### config.mk
export PLATFORM = sky130hd
export DESIGN_NAME = sacache_fifo
export DESIGN_NICKNAME = d
export VERILOG_FILES = /design/src/design/sacache_fifo.sv
export SDC_FILE = /design/constraint.sdc
export NUM_CORES = 1
export LEC_CHECK = 0
export BUFFER_PORTS_ARGS = -buffer_cell sky130_fd_sc_hd__clkbuf_2
export CAP_MARGIN = 30
export CORE_AREA = 2 2 51 53
export CTS_CLUSTER_DIAMETER = 30
export DETAILED_ROUTE_END_ITERATION = 8
export DIE_AREA = 0 0 53 55
export REMOVE_ABC_BUFFERS = 1
export SETUP_SLACK_MARGIN = 0.05
export SYNTH_ARGS = -nofsm -noshare
export SYNTH_HDL_FRONTEND = slang
export SYNTH_SLANG_ARGS = --single-unit
### constraint.sdc
create_clock -name clk -period 2.87 [get_ports clk]
set_input_delay 0.574 -clock clk [delete_from_list [all_inputs] [get_ports clk]]
set_output_delay 0.574 -clock clk [all_outputs]
set_load 0.1 [all_outputs]
### src/design/sacache_fifo.sv
// Small synchronous queue used on both sides of the lookup engine.
`timescale 1ns / 1ps

module sacache_fifo #(
  parameter int WIDTH = 8,
  parameter int DEPTH = 2
) (
  input  logic             clk,
  input  logic             rst,
  input  logic             wr_en,
  input  logic [WIDTH-1:0] wr_data,
  input  logic             rd_en,
  output logic [WIDTH-1:0] rd_data,
  output logic             full,
  output logic             empty
);

  localparam int PTRW = (DEPTH > 1) ? $clog2(DEPTH) : 1;
  localparam int CNTW = $clog2(DEPTH + 1);

  logic [WIDTH-1:0] slots [DEPTH];
  logic [PTRW-1:0]  wr_ptr;
  logic [PTRW-1:0]  rd_ptr;
  logic [CNTW-1:0]  count;
  logic             do_wr;
  logic             do_rd;

  assign full    = (count == CNTW'(DEPTH));
  assign empty   = (count == '0);
  assign do_wr   = wr_en && !full;
  assign do_rd   = rd_en && !empty;
  assign rd_data = slots[rd_ptr];

  always_ff @(posedge clk) begin
    if (do_wr) begin
      slots[wr_ptr] <= wr_data;
    end
  end

  always_ff @(posedge clk) begin
    if (rst) begin
      wr_ptr <= '0;
      rd_ptr <= '0;
      count  <= '0;
    end else begin
      if (do_wr) begin
        wr_ptr <= (wr_ptr == PTRW'(DEPTH - 1)) ? '0 : wr_ptr + 1'b1;
      end
      if (do_rd) begin
        rd_ptr <= (rd_ptr == PTRW'(DEPTH - 1)) ? '0 : rd_ptr + 1'b1;
      end
      if (do_wr && !do_rd) begin
        count <= count + 1'b1;
      end else if (do_rd && !do_wr) begin
        count <= count - 1'b1;
      end
    end
  end

endmodule

# After elaboration in Yosys (flattened, before gate mapping)

Memory sizes are Yosys's and may differ from the RTL's. A register that Yosys moved wholly into a read port is not among the register bits.
Index checks and enable logic that the tools add are counted.

Logic and storage cells: 27
Bits in writable memories: 16
Memories: 1
Bits in registers: 4
Input port bits: 12

Add/sub/neg operators: 4
Muxes and demuxes: 8
Reductions and logical operators: 10
Equality and inequality tests: 1

Memories:

| name  | depth | bits a word | rd ports | clocked after Yosys merged registers in | wr ports | line | RTL |
|---|---|---|---|---|---|---|---|
| slots | 2     | 8           | 1        | 1                                       | 1        | 21   | `logic [WIDTH-1:0] slots [DEPTH];` |

Operators by type and width:

| cell                                             | count |
|---|---|
| 2-to-1 mux 1 bit                                 | 6 |
| logical AND 1 bit                                | 4 |
| logical NOT 1 bit                                | 4 |
| 2-to-1 mux 2 bit                                 | 2 |
| adder 1 bit, second input constant               | 2 |
| adder 2 x 1 -> 2 bit, second input constant      | 1 |
| == test 2 bit, second input constant             | 1 |
| logical NOT 2 bit                                | 1 |
| nonzero test 2 bit                               | 1 |
| subtractor 2 x 1 -> 2 bit, second input constant | 1 |

# Logic depth before layout (Yosys ltp)

Depth after elaboration: 7
Depth in mapped cells: 6
Gate-level depth less buffers: 6

# Least setup slack after synthesis

No wires, ideal clock.

Path type: register -> register
Start point: register count[1]
End point: register count[1]
Stages on the path, launching flop included: 6
Data arrival time: 2.165 ns
Setup time: 0.070 ns
Buffers on the path: 0
Clock period less this slack: 2.235 ns
Path slack: 0.635 ns
Path through: dfxtp_1 nor2b_2 nor2_1 ha_1 or3_1 a21oi_1

Word-level cells in the longest chain between the ends: 6
Elaborated cells on any way between the ends: 15
Classes of those cells: add/sub (2); eq/ne (1); mux (2); reduce/logical (10)

Ends and longest elaborated chain:

| element                      | line | RTL |
|---|---|---|
| start: declaration           | 24   | `logic [CNTW-1:0] count;` |
| start signal: assignment     | 53   | `count <= count + 1'b1;` |
| start signal: assignment     | 55   | `count <= count - 1'b1;` |
| == test 2 bit (*)            | 28   | `assign full = (count == CNTW'(DEPTH));` |
| via full                     | 14   | `output logic full,` |
| logical NOT 1 bit (*)        | 30   | `assign do_wr = wr_en && !full;` |
| logical AND 1 bit (*)        | 30   |  |
| logical NOT 1 bit            | 54   | `end else if (do_rd && !do_wr) begin` |
| logical AND 1 bit            | 54   |  |
| nonzero test 2 bit (no line) | --   |  |

Mark *: on every way through the listed nets, which the timed path passes. The rest lies on a longest branch. The select of a mux whose other input is x is not followed.
A chain may end at the register's enable or synchronous reset.

==> results.md <==
* Clock slew at reported path FFs at 110 ps
* Largest net degree at the start of global routing at 13
* Row count at 18
* Initial core utilization at 33.5%
* Final Cycle Share at 75.6%
* Clock Sinks at 21
* RSZ-0062 raised after global routing: no
* Detailed Route WL at 1.16 mm
* Post-route ant nets at 0
* Sequential area share after synthesis at 73.2%
* Crit path time final at 2170 ps
* Worst path cell trace: mux2_2 -> clkbuf_2
* Pre-CTS WS at 1010 ps
* P&R area growth vs syn at 20.8%
* Critical Path End Type: output port
* Flops & latches, synth at 21
* Max-slew violations at 0
* Drt first pass iters at 4
* GRT Total Usage at 9.55%
* DP Area at 931 um2
* DR vias at 447
* CP max FO at 8
* Routability cong. at 0.587
* Setup Buffers After CTS at 0
* Clock skew at 3.75 ps
* Netlist cell types at 13
* Fmax at 461 MHz
* Critical path data arrival time at 1600 ps
* Max cap viols at 0
* Vias in the first global route at 461
* Root buf cell: clkbuf_4
* CP startpoint kind: flip-flop
* Net count, final at 88
* CTS tree: done
* # diodes at 0
* Fraction of layout cells with a size suffix above 1 at 45.9%
* Slowest stage delay, CP at 540 ps
* Worst skew pair latency at 290 ps
* Top Ports at 22
* Placed cell count at 100
* IO buf count at 21
* Slew @ Worst Pin at 539 ps
* Slew headroom at 64.2%
* Initial antenna violation count at 0
* Post-Synthesis Cells at 50
* Cell Area, Synth at 793 um2
* Run status: completed
* DIE AREA at 2920 um2
* Setup TNS at 0 ps
* Avg Vias per Cell at 4.30
* DIE HEIGHT at 55 um
* Total CTS buffers at 3
* Clock Path Buffers at 2
* Final instance area at 958 um2
* Detailed-route wire length per cell at 11.1 um
* First-pass GRT wire length at 1.93 mm
* Most frequent cells in the layout: clkbuf_2 (21), edfxtp_1 (16), mux2_2 (8), nor2_1 (5), dfxtp_1 (5)
* H-tree lvl count at 1
* Final WS setup at 699 ps
* Fin. Hold Viols at 0
* CP max stage cell: dfxtp_1
* Finish-stage setup viols at 0
* Worst Path Required at 2300 ps
* CTS Hold Bufs at 0
* # resized after CTS at 0
* Worst min path class: input pin to flip-flop
* Core box area at 2360 um2
* DRT iter0 DRCs at 6
* Most common cell after layout, fill and taps aside: clkbuf_2
* Layout Cells excl Fill at 104
* Crit Path Class: flip-flop to output port
* # DRC at 0
* Yosys Warn Count at 0
* GRT overflow at 0
* Die Wd at 53 um
* Synth Area per Inst at 15.9 um2
[final cells by class]
class                      instances  area [um2]
fill                             234        1410
sequential                        21         581
multi-input combinational         26         200
timing repair buffer              21         105
tap                               30        37.5
clock buffer                       3        22.5
inverter                           2        7.51
clock inverter                     1        5.00
[synth_stat cells]
master	count	area, um2
xor2_1	3	26.3
buf_2	1	5.00
dfxtp_1	5	100
o21ai_0	3	15.0
nor2_1	5	18.8
and2_1	1	6.26
mux2_2	8	90.1
inv_1	2	7.51
a21oi_1	2	10.0
edfxtp_1	16	480
nor2b_2	1	8.76
ha_1	1	12.5
or3_1	2	12.5
[registers in the layout (all words and copies together), names as in the netlist, named ones only]
signal,cells
wr_ptr,1
count,2
slots,16
rd_ptr,1
[path summary, 6_finish.rpt]
path | endpoint | slack, ps | cells after the start | from
worst max-delay path | rd_data[7] | 700 | 2 | flip-flop
worst min-delay path | slots[1][1] | 460 | 1 | wr_data[1]
worst max register to register | count[1] | 1280 | 4 | count[0]
worst min register to register | wr_ptr | 490 | 2 | wr_ptr
[metal layers]
| metal | track usage, % | part of all wire (%) | wire [um] | up-vias |
|---|---|---|---|---|
| met2 | 16.5 | 47 | 545 | 15 |
| met5 | 0 | 0 | 0 | - |
| met4 | 6.41 | 0 | 0 | 0 |
| met3 | 2.69 | 6.5 | 75 | 0 |
| li1 | - | - | - | 228 |
| met1 | 10.3 | 46 | 537 | 204 |
[worst max-delay path: cells and delay by family, from the launching register on]
| family | cells | cell delay, ps |
|---|---|---|
| flops | 1 | 540 |
| mux | 1 | 390 |
| buf+inv | 1 | 370 |
[per-stage QoR]
step           hold slack [ps]  util (%)
5_1_grt                    437      40.5
6_report                   463      40.5
2_1_floorplan              452         -
4_1_cts                    449      40.5
3_5_place_dp               476      39.4
3_3_place_gp               468      39.4
[cell families (layout without fill, tap and decap cells)]
family                     Yosys count  in the layout  synth area share, %
and+or+nand+nor                      9              9                 5.84
DFF                                 21             21                 73.2
xor gates and xnor gates             3              3                 3.31
AOI/OAI and AO/OA                    5              5                 3.15
buffers and inverters                3             27                 1.58
adders and majority gates            1              1                 1.58
muxes                                8              8                 11.4
Power is left out: the tool's default activity adds up to more than one toggle a clock period on the data nets, which glitch-free logic cannot reach.
