**src/design/sacache_pkg.sv**
```systemverilog
// Shared types, defaults and helper functions for the set-associative cache tag store.
`timescale 1ns / 1ps

package sacache_pkg;

  localparam int SETS_DEF       = 64;
  localparam int WAYS_DEF       = 4;
  localparam int BLOCK_BYTES_DEF = 32;
  localparam int VC_ENTRIES_DEF = 8;
  localparam int ADDR_W         = 32;

  localparam logic REQ_READ  = 1'b0;
  localparam logic REQ_WRITE = 1'b1;

  // One queued access as it arrives from the requester.
  typedef struct packed {
    logic              req_type;
    logic [ADDR_W-1:0] address;
  } req_t;

  // One access outcome for the next level.
  typedef struct packed {
    logic              hit;
    logic              swap_request;
    logic              swap_hit;
    logic              writeback_valid;
    logic [ADDR_W-1:0] writeback_block;
    logic              fetch_valid;
    logic [ADDR_W-1:0] fetch_block;
  } res_t;

  // Rounds down, so sizes that are not powers of two use the lower width.
  function automatic int floor_log2(input int v);
    int n;
    int x;
    n = 0;
    x = v;
    while (x > 1) begin
      x = x >> 1;
      n = n + 1;
    end
    return n;
  endfunction

  function automatic int idx_width(input int n);
    return (n > 1) ? $clog2(n) : 1;
  endfunction

endpackage

```
**src/design/sacache_fifo.sv**
```systemverilog
// Small synchronous queue used on both sides of the lookup engine.
`timescale 1ns / 1ps

module sacache_fifo #(
  parameter int WIDTH = 8,
  parameter int DEPTH = 2
) (
  input  logic             clk,
  input  logic             rst,
  input  logic             wr_en,
  input  logic [WIDTH-1:0] wr_data,
  input  logic             rd_en,
  output logic [WIDTH-1:0] rd_data,
  output logic             full,
  output logic             empty
);

  localparam int PTRW = (DEPTH > 1) ? $clog2(DEPTH) : 1;
  localparam int CNTW = $clog2(DEPTH + 1);

  logic [WIDTH-1:0] slots [DEPTH];
  logic [PTRW-1:0]  wr_ptr;
  logic [PTRW-1:0]  rd_ptr;
  logic [CNTW-1:0]  count;
  logic             do_wr;
  logic             do_rd;

  assign full    = (count == CNTW'(DEPTH));
  assign empty   = (count == '0);
  assign do_wr   = wr_en && !full;
  assign do_rd   = rd_en && !empty;
  assign rd_data = slots[rd_ptr];

  always_ff @(posedge clk) begin
    if (do_wr) begin
      slots[wr_ptr] <= wr_data;
    end
  end

  always_ff @(posedge clk) begin
    if (rst) begin
      wr_ptr <= '0;
      rd_ptr <= '0;
      count  <= '0;
    end else begin
      if (do_wr) begin
        wr_ptr <= (wr_ptr == PTRW'(DEPTH - 1)) ? '0 : wr_ptr + 1'b1;
      end
      if (do_rd) begin
        rd_ptr <= (rd_ptr == PTRW'(DEPTH - 1)) ? '0 : rd_ptr + 1'b1;
      end
      if (do_wr && !do_rd) begin
        count <= count + 1'b1;
      end else if (do_rd && !do_wr) begin
        count <= count - 1'b1;
      end
    end
  end

endmodule

```
**src/design/sacache_front.sv**
```systemverilog
// Request queue that splits each queued address into set, tag and block number.
`timescale 1ns / 1ps

module sacache_front #(
  parameter int SETS        = sacache_pkg::SETS_DEF,
  parameter int BLOCK_BYTES = sacache_pkg::BLOCK_BYTES_DEF,
  localparam int OB   = sacache_pkg::floor_log2(BLOCK_BYTES),
  localparam int IB   = sacache_pkg::floor_log2(SETS),
  localparam int SETW = sacache_pkg::idx_width(SETS),
  localparam int TAGW = sacache_pkg::ADDR_W - OB - IB,
  localparam int BLKW = sacache_pkg::ADDR_W - OB
) (
  input  logic            clk,
  input  logic            rst,
  input  logic            push,
  input  logic            hold,
  input  sacache_pkg::req_t req_in,
  output logic            full,
  input  logic            head_pop,
  output logic            head_valid,
  output logic            head_write,
  output logic [SETW-1:0] head_set,
  output logic [TAGW-1:0] head_tag,
  output logic [BLKW-1:0] head_blk
);

  localparam logic [31:0] SET_MASK = 32'((64'(1) << IB) - 64'(1));

  sacache_pkg::req_t head;
  logic              q_full;
  logic              q_empty;
  logic [31:0]       set_word;
  logic [31:0]       tag_word;

  sacache_fifo #(
    .WIDTH($bits(sacache_pkg::req_t)),
    .DEPTH(2)
  ) u_reqq (
    .clk    (clk),
    .rst    (rst),
    .wr_en  (push && !hold),
    .wr_data(req_in),
    .rd_en  (head_pop),
    .rd_data(head),
    .full   (q_full),
    .empty  (q_empty)
  );

  assign full       = q_full || hold;
  assign head_valid = !q_empty;
  assign head_write = (head.req_type == sacache_pkg::REQ_WRITE);
  assign set_word   = (head.address >> OB) & SET_MASK;
  assign tag_word   = head.address >> (OB + IB);
  assign head_set   = set_word[SETW-1:0];
  assign head_tag   = tag_word[TAGW-1:0];
  assign head_blk   = head.address[sacache_pkg::ADDR_W-1:OB];

endmodule

```
**config.mk**
```make
export PLATFORM = sky130hd
export DESIGN_NAME = sacache_front
export DESIGN_NICKNAME = d
export VERILOG_FILES = /design/src/design/sacache_pkg.sv /design/src/design/sacache_fifo.sv /design/src/design/sacache_front.sv
export SDC_FILE = /design/constraint.sdc
export NUM_CORES = 1
export LEC_CHECK = 0
export BUFFER_PORTS_ARGS = -buffer_cell sky130_fd_sc_hd__buf_4
export CAP_MARGIN = 30
export CORE_UTILIZATION = 50
export DETAILED_ROUTE_END_ITERATION = 10
export GPL_ROUTABILITY_DRIVEN = 0
export HOLD_SLACK_MARGIN = 0.05
export PLACE_DENSITY = 0.76
export SLEW_MARGIN = 25
export SYNTH_ARGS = -nofsm -noshare
export SYNTH_HDL_FRONTEND = slang
export SYNTH_HIERARCHICAL = 1
export SYNTH_SLANG_ARGS = --single-unit
```
**constraint.sdc**
```tcl
create_clock -name clk -period 3.73 [get_ports clk]
set_input_delay 0.373 -clock clk [delete_from_list [all_inputs] [get_ports clk]]
set_output_delay 0.373 -clock clk [all_outputs]
set_load 0.05 [all_outputs]
```
Yosys cells after proc, flatten, opt, wreduce, memory -nomap -nowiden
Memories as Yosys holds them, arrays and structs flattened. A register that Yosys moved wholly into a read port is not among the register bits.
Index checks and enable logic that the tools add are counted.
{ "totals": {"out_inout_bits": 57, "in_bits": 38, "reg_bits": 4, "word_cells": 30, "mem_bits_rw": 66, "memories": 1} }
{ "classes": {"n_mux": 8, "n_reduce_logical": 13, "eq_ne": 1, "add_sub_neg": 4} }
{ "mem_list": {"columns": ["memory", "words", "word_bits", "read_ports", "rd_ports_with_merged_regs", "wr", "line_no", "rtl"], "rows": [
  ["u_reqq.slots", 2, 33, 1, 1, 1, "sacache_fifo.sv:21", "logic [WIDTH-1:0] slots [DEPTH];"]
]} }
{ "op_table": {"columns": ["op", "n"], "rows": [
  ["1-bit two-way mux", 6],
  ["1-bit logical AND", 5],
  ["1-bit logical NOT", 5],
  ["2-bit two-way mux", 2],
  ["1-bit adder (second input constant)", 2],
  ["2-bit by 1-bit adder with 2-bit output (second input constant)", 1],
  ["2-bit equality test (second input constant)", 1],
  ["2-bit logical NOT", 1],
  ["2-bit nonzero test", 1],
  ["2-bit by 1-bit subtractor with 2-bit output (second input constant)", 1],
  ["1-bit logical OR", 1]
]} }

Longest topological paths before layout
Gate-level depths: netlist (run 1).
{ "logic_depth": {"depth_word": 7, "mapped_depth": 7, "depth_no_buf": 7} }

Modules after synthesis
The synthesis (run 1) kept the hierarchy.
{ "modules_own_cells": {"columns": ["module", "instances", "cells_each", "area_each_um2"], "rows": [
  ["sacache_fifo", 1, 128, 2591.2],
  ["sacache_front", 1, 30, 221.5]
]} }

Least setup slack after synthesis (run 1)
Ideal clock, no wire load.
{ "synth_path": {"path_type": "input -> register", "start": "input hold", "end": "memory u_reqq/slots[0][0] in the netlist's numbering (enable)", "path_slack_ps": 1720, "setup_time_ps": 388, "path_stages": 4, "arrival_ps": 1622, "path_buffers": 0, "cell_sequence": "and2b_2 > inv_1 > or3_1 > inv_1"} }
{ "synth_via": {"elab_chain_len": 5} }
{ "synth_rtl": {"columns": ["item", "line_no", "rtl"], "rows": [
  ["start: declaration", "sacache_front.sv:16", "input logic hold,"],
  ["1-bit logical NOT", "sacache_front.sv:41", ".wr_en (push && !hold),"],
  ["1-bit logical AND", "sacache_front.sv:41", null],
  ["1-bit logical AND", "sacache_fifo.sv:30", "assign do_wr = wr_en && !full;"],
  ["1-bit two-way mux", "sacache_fifo.sv:35", "if (do_wr) begin"],
  ["1-bit two-way mux (not written as such)", "sacache_fifo.sv:36", "slots[wr_ptr] <= wr_data;"],
  ["end: declaration", "sacache_fifo.sv:21", null]
]} }
No other way between the ends.

==> results of run 1 <==
layout make-up:
cell class,instances,area (um^2)
clock buffers,13,149
clock inverters,3,13.8
fillers,368,1570
inverters,3,11.3
multi-input cells,48,440
flip-flops and latches,61,1780
well taps,67,83.8
repair buffers,90,676
registers in the layout (all words and copies together), names as in the netlist, named ones only:
register and cells:
u_reqq/count 2, u_reqq/rd_ptr 1, u_reqq/wr_ptr 1, u_reqq/slots 56
cell usage in the layout, fill, tap and decap left out:
cell type and count:
a21oi_1 2, and2_1 1, and2b_2 1, buf_4 90
clkbuf_1 3, clkbuf_8 10, clkinv_1 1, clkinv_2 2
dfxtp_1 4, dfxtp_2 1, edfxtp_1 56, ha_1 1
inv_1 2, inv_2 1, mux2_2 28, nor2_1 5
nor2b_2 1, o21ai_0 3, or2_1 1, or3_1 2
xor2_1 3
routing by layer:
metal	wire, um	share of wire	up-vias	global-route usage
met1	1640	0.38	666	0.182
met5	0	0	-	0
met2	2430	0.56	53	0.304
li1	-	-	631	-
met4	42	0.0097	0	0.0850
met3	196	0.045	5	0.0611
through the flow:
step                std cells  utilization  hold WS (ps)  setup WS, ps  power, uW
finish                    285        0.668           229          1640       2570
global route              285        0.668           207          1550       2670
CTS                       285        0.668           208          1590       2600
detailed placement        269        0.634           484          1570       2110
global placement          269        0.634           464          1430       2080
floorplan                 143            -           442          1820       1870
worst max-delay path: stages (launching register included):
cell	delay (ps)
dfxtp_2	760
mux2_2	430
buf_4	200
power by group:
part	total [uW]	switching (uW)	internal (uW)
clock network	485	229	255
registers	891	70.9	820
logic	1200	824	374
total	2570	1120	1450
worst min path at each step:
stage	start	to	slack (ps)	cells past startpoint
finish	req_in[27]	u_reqq/slots[1][27]	230	1
global route	req_in[27]	u_reqq/slots[1][27]	210	1
CTS	req_in[27]	u_reqq/slots[0][27]	210	1
detailed placement	u_reqq/wr_ptr	u_reqq/wr_ptr	480	2
global placement	u_reqq/wr_ptr	u_reqq/wr_ptr	460	2
floorplan	rst	u_reqq/count[1]	440	1
==> metrics.txt, run 1 <==
Die Y=72.1 um; crit path DAT=1710 ps; core area=4720 um^2; crit path max fanout=28; DRT iter0 DRCs=70; RR Endpoint=u_reqq/slots[1][25]; Placed Area=2990 um^2; Synth Area per Inst=17.2 um^2; detailed placement HPWL=2950 um; chip width=72.1 um; CTS H-tree lvls=3; area grow syn2layout=28.5%; TritonRoute pass-1 iters=6; syn nets=182; FMAX=479 MHz; Max-cap violations=0; outcome=completed; share of cells above drive strength 1=0.615; Ant. Diodes=0; P_leak=0.00125 uW; I/O Buffers=89; mapped cell area=2460 um^2; fin area=3160 um^2; Tcrit/Tclk final=0.559; # rows=25; Reg2Reg Setup Slack=approximately 1800 ps; clock slew at reported path FFs=70 ps; total negative slack=0 ps; Reg2Reg Depth=4; Pins Over Slew Limit=0; clk_lat worst skew=320 ps; layout net count=252; Remaining Overflow, GRT=0; RSZ-0062 raised after global routing=false; Initial Util=0.520; ANT nets after route=0; vias in the first global route=1339; final setup violation count=0; Critical Path Source Type=register; vias=1355; Period minus WS final=2090 ps; power per cell area=~820 nW/um^2; CP Class=register to primary output; Worst Tran Pin Value=670 ps; CP endpoint=head_tag[13]; Critical Path RT=3360 ps; Clock Path Buffers=2; I/O pin count=95; total CTS buffers=9; Hold-fix buffers, CTS=0; drc violations=0; Slew Limit Headroom=0.553; initial antenna violation count=0; TritonCTS sink count=between 60 and 70; Die Area=5200 um^2; Routed WL=4310 um; CTS tree=built; clock root cell=clkbuf_8; Routed wire per std cell=15.1 um; peak supply drop=0.714 mV; Setup Buffers After CTS=0; Worst Hold Class=primary input to register; Crit. End Element=primary output; endpoints failing hold=0; Total GRT Usage=0.172; reg2reg start=u_reqq/count[0]; Setup Skew=7.70 ps; largest net degree at the start of global routing=29; YS warnings=6; Cells after Synth=143; first-pass GRT wire length=6350 um; post_cts resized=0; vias per std cell=between 4 and 5
(Power assumes the default switching activity.)
==> inputs of run 2 (changes only) <==
--- a/config.mk
+++ b/config.mk
@@ -7,11 +7,11 @@
 export LEC_CHECK = 0
 export BUFFER_PORTS_ARGS = -buffer_cell sky130_fd_sc_hd__buf_4
 export CAP_MARGIN = 30
-export CORE_UTILIZATION = 50
+export CORE_UTILIZATION = 45
 export DETAILED_ROUTE_END_ITERATION = 10
 export GPL_ROUTABILITY_DRIVEN = 0
 export HOLD_SLACK_MARGIN = 0.05
-export PLACE_DENSITY = 0.76
+export PLACE_DENSITY = 0.73
 export SLEW_MARGIN = 25
 export SYNTH_ARGS = -nofsm -noshare
 export SYNTH_HDL_FRONTEND = slang
==> constraint.sdc (replaced) <==
create_clock -name clk -period 1.75 [get_ports clk]
set_input_delay 0.175 -clock clk [delete_from_list [all_inputs] [get_ports clk]]
set_output_delay 0.175 -clock clk [all_outputs]
set_load 0.05 [all_outputs]
==> metrics.txt, run 2 (synthesis results as in run 1) <==
Slew Limit Headroom=0.836 (was 0.553); RSZ-0062 raised after global routing=false (unchanged); Setup Buffers After CTS=0 (unchanged); Period minus WS final=around 1600 ps; Fillers=386 (was 368); Ant. Diodes=0 (unchanged); detailed placement HPWL=2790 um (was 2950 um); fin area=3520 um^2 (was 3160 um^2); initial antenna violation count=0 (unchanged); Crit. End Element=primary output (unchanged); Multi-input gate area=440 um^2 (unchanged); final setup violation count=0 (unchanged); chip width=75.9 um (was 72.1 um); core area=5170 um^2 (was 4720 um^2); commonest non-fill, non-tap cell in the layout=buf_4 (unchanged); Critical Path Source Type=register (unchanged); clk_lat worst skew=330 ps (was 320 ps); highest-count cells in the layout ignoring fill and taps=93 x buf_4, 56 x edfxtp_1, 29 x dlygate4sd3_1 (was 90 x buf_4, 56 x edfxtp_1, 28 x mux2_2); Die Area=5760 um^2 (was 5200 um^2); crit path DAT=1460 ps (was 1710 ps); final worst slack=120 ps (was 1640 ps); register area=1780 um^2 (about the same); Initial Util=0.475 (was 0.520); share of cells above drive strength 1=0.544 (was 0.615); Total GRT Usage=0.169 (was 0.172); total CTS buffers=9 (unchanged); power per cell area=1610 nW/um^2 (was 815 nW/um^2); endpoints failing hold=0 (unchanged); Tcrit/Tclk final=0.931; Setup Skew=9.13 ps (was 7.70 ps); I/O pin count=95 (unchanged); CTS tree=built (unchanged); Placed Area=3050 um^2 (was 2990 um^2); pre-CTS setup slack=176 ps (was 1570 ps); FMAX=613 MHz; Pins Over Slew Limit=0 (unchanged); clock root cell=clkbuf_8 (unchanged); largest net degree at the start of global routing=18 (was 29); P_leak=0.00140 uW (was 0.00125 uW); first-pass GRT wire length=6640 um (was 6350 um); biggest regs=u_reqq/slots (56), u_reqq/count (2) (unchanged); clock slew at reported path FFs=60 ps (was 70 ps); Max-cap violations=0 (unchanged); TritonRoute pass-1 iters=4 (was 6); Remaining Overflow, GRT=0 (unchanged); drc violations=0 (unchanged); vias in the first global route=1491 (was 1339); CP Class=register to primary output (unchanged); Clock Path Buffers=2 (unchanged); Worst Hold Class=primary input to register (unchanged); outcome=completed (unchanged); Worst Tran Pin Value=246 ps (was 670 ps); crit path max fanout=11 (was 28); peak supply drop=0.864 mV (was 0.714 mV); total negative slack=0 ps (unchanged); Routed WL=4560 um (was 4310 um); layout net count=286 (was 252); ANT nets after route=0 (unchanged); max FFs per register=56 (unchanged); CTS H-tree lvls=3 (unchanged); Top reg by flops=u_reqq/slots (unchanged); Critical Path RT=1570 ps (was 3360 ps); Die Y=75.9 um (was 72.1 um); area grow syn2layout=43.4% (was 28.5%); DRT iter0 DRCs=49 (was 70); vias per std cell=4.54 (was 4.75); Routed wire per std cell=14.2 um (was 15.1 um); I/O Buffers=89 (unchanged); vias=1463 (was 1355); # rows=26 (was 25); TritonCTS sink count=61 (unchanged)
## run 2: cell types whose count changed in the layout (fill, tap and decap cells not counted), sizes merged
cell | before | now
buf | 90 | 95
dlygate4sd3 | 0 | 29
bufinv | 0 | 1
clkinvlp | 0 | 1
clkinv | 3 | 4
clkbuf | 13 | 10
## run 2: timing repair
item,in CTS,in global routing
hold endpoints to repair,61,0
hold buffers,29,0
endpoints found under the setup margin,0,14
gates resized for setup,0,2
## run 2: worst max-delay path, cell delays in order (launching register included)
cell	delay, ps
dfxtp_1	340
buf_4	210
mux2_2	380
buf_4	190
## run 2: report_power, final
group	internal [uW]	switching [uW]
Sequential	1740	62.9
Clock	640	485
Combinational	886	1860
## run 2: metal layers
layer	global-route usage	vias up	wire length, um
li1	-	701	-
met1	0.167	697	1700
met2	0.308	54	2560
met3	0.0437	11	213
met4	0.115	0	89
met5	0	-	0
## run 2: final timing paths
| kind | startpoint | to | slack, ps | cells after the start |
|---|---|---|---|---|
| max | register | head_blk[14] | 120 | 3 |
| min | head_pop | register | 300 | 4 |
| max reg2reg | u_reqq/count[1] | u_reqq/count[1] | 190 | 5 |
| min reg2reg | u_reqq/wr_ptr | u_reqq/wr_ptr | 510 | 2 |
## run 2: final cells by class
class,count,share of cell area
repair buffers,124,0.290
clock inverters,6,0.0153
clock buffers,10,0.0362
well taps,70,0.0249
flip-flops and latches,61,0.506
multi-input cells,48,0.125
inverters,3,0.00320
## run 2: stage by stage
stage          utilization  std cells  total power (uW)  hold WS [ps]
6_report             0.681        322              5670           301
5_1_grt              0.681        322              5940           351
4_1_cts              0.680        322              5720           291
3_5_place_dp         0.589        277              4520           363
3_3_place_gp         0.589        277              4490           360
2_1_floorplan            -        143              3990           244
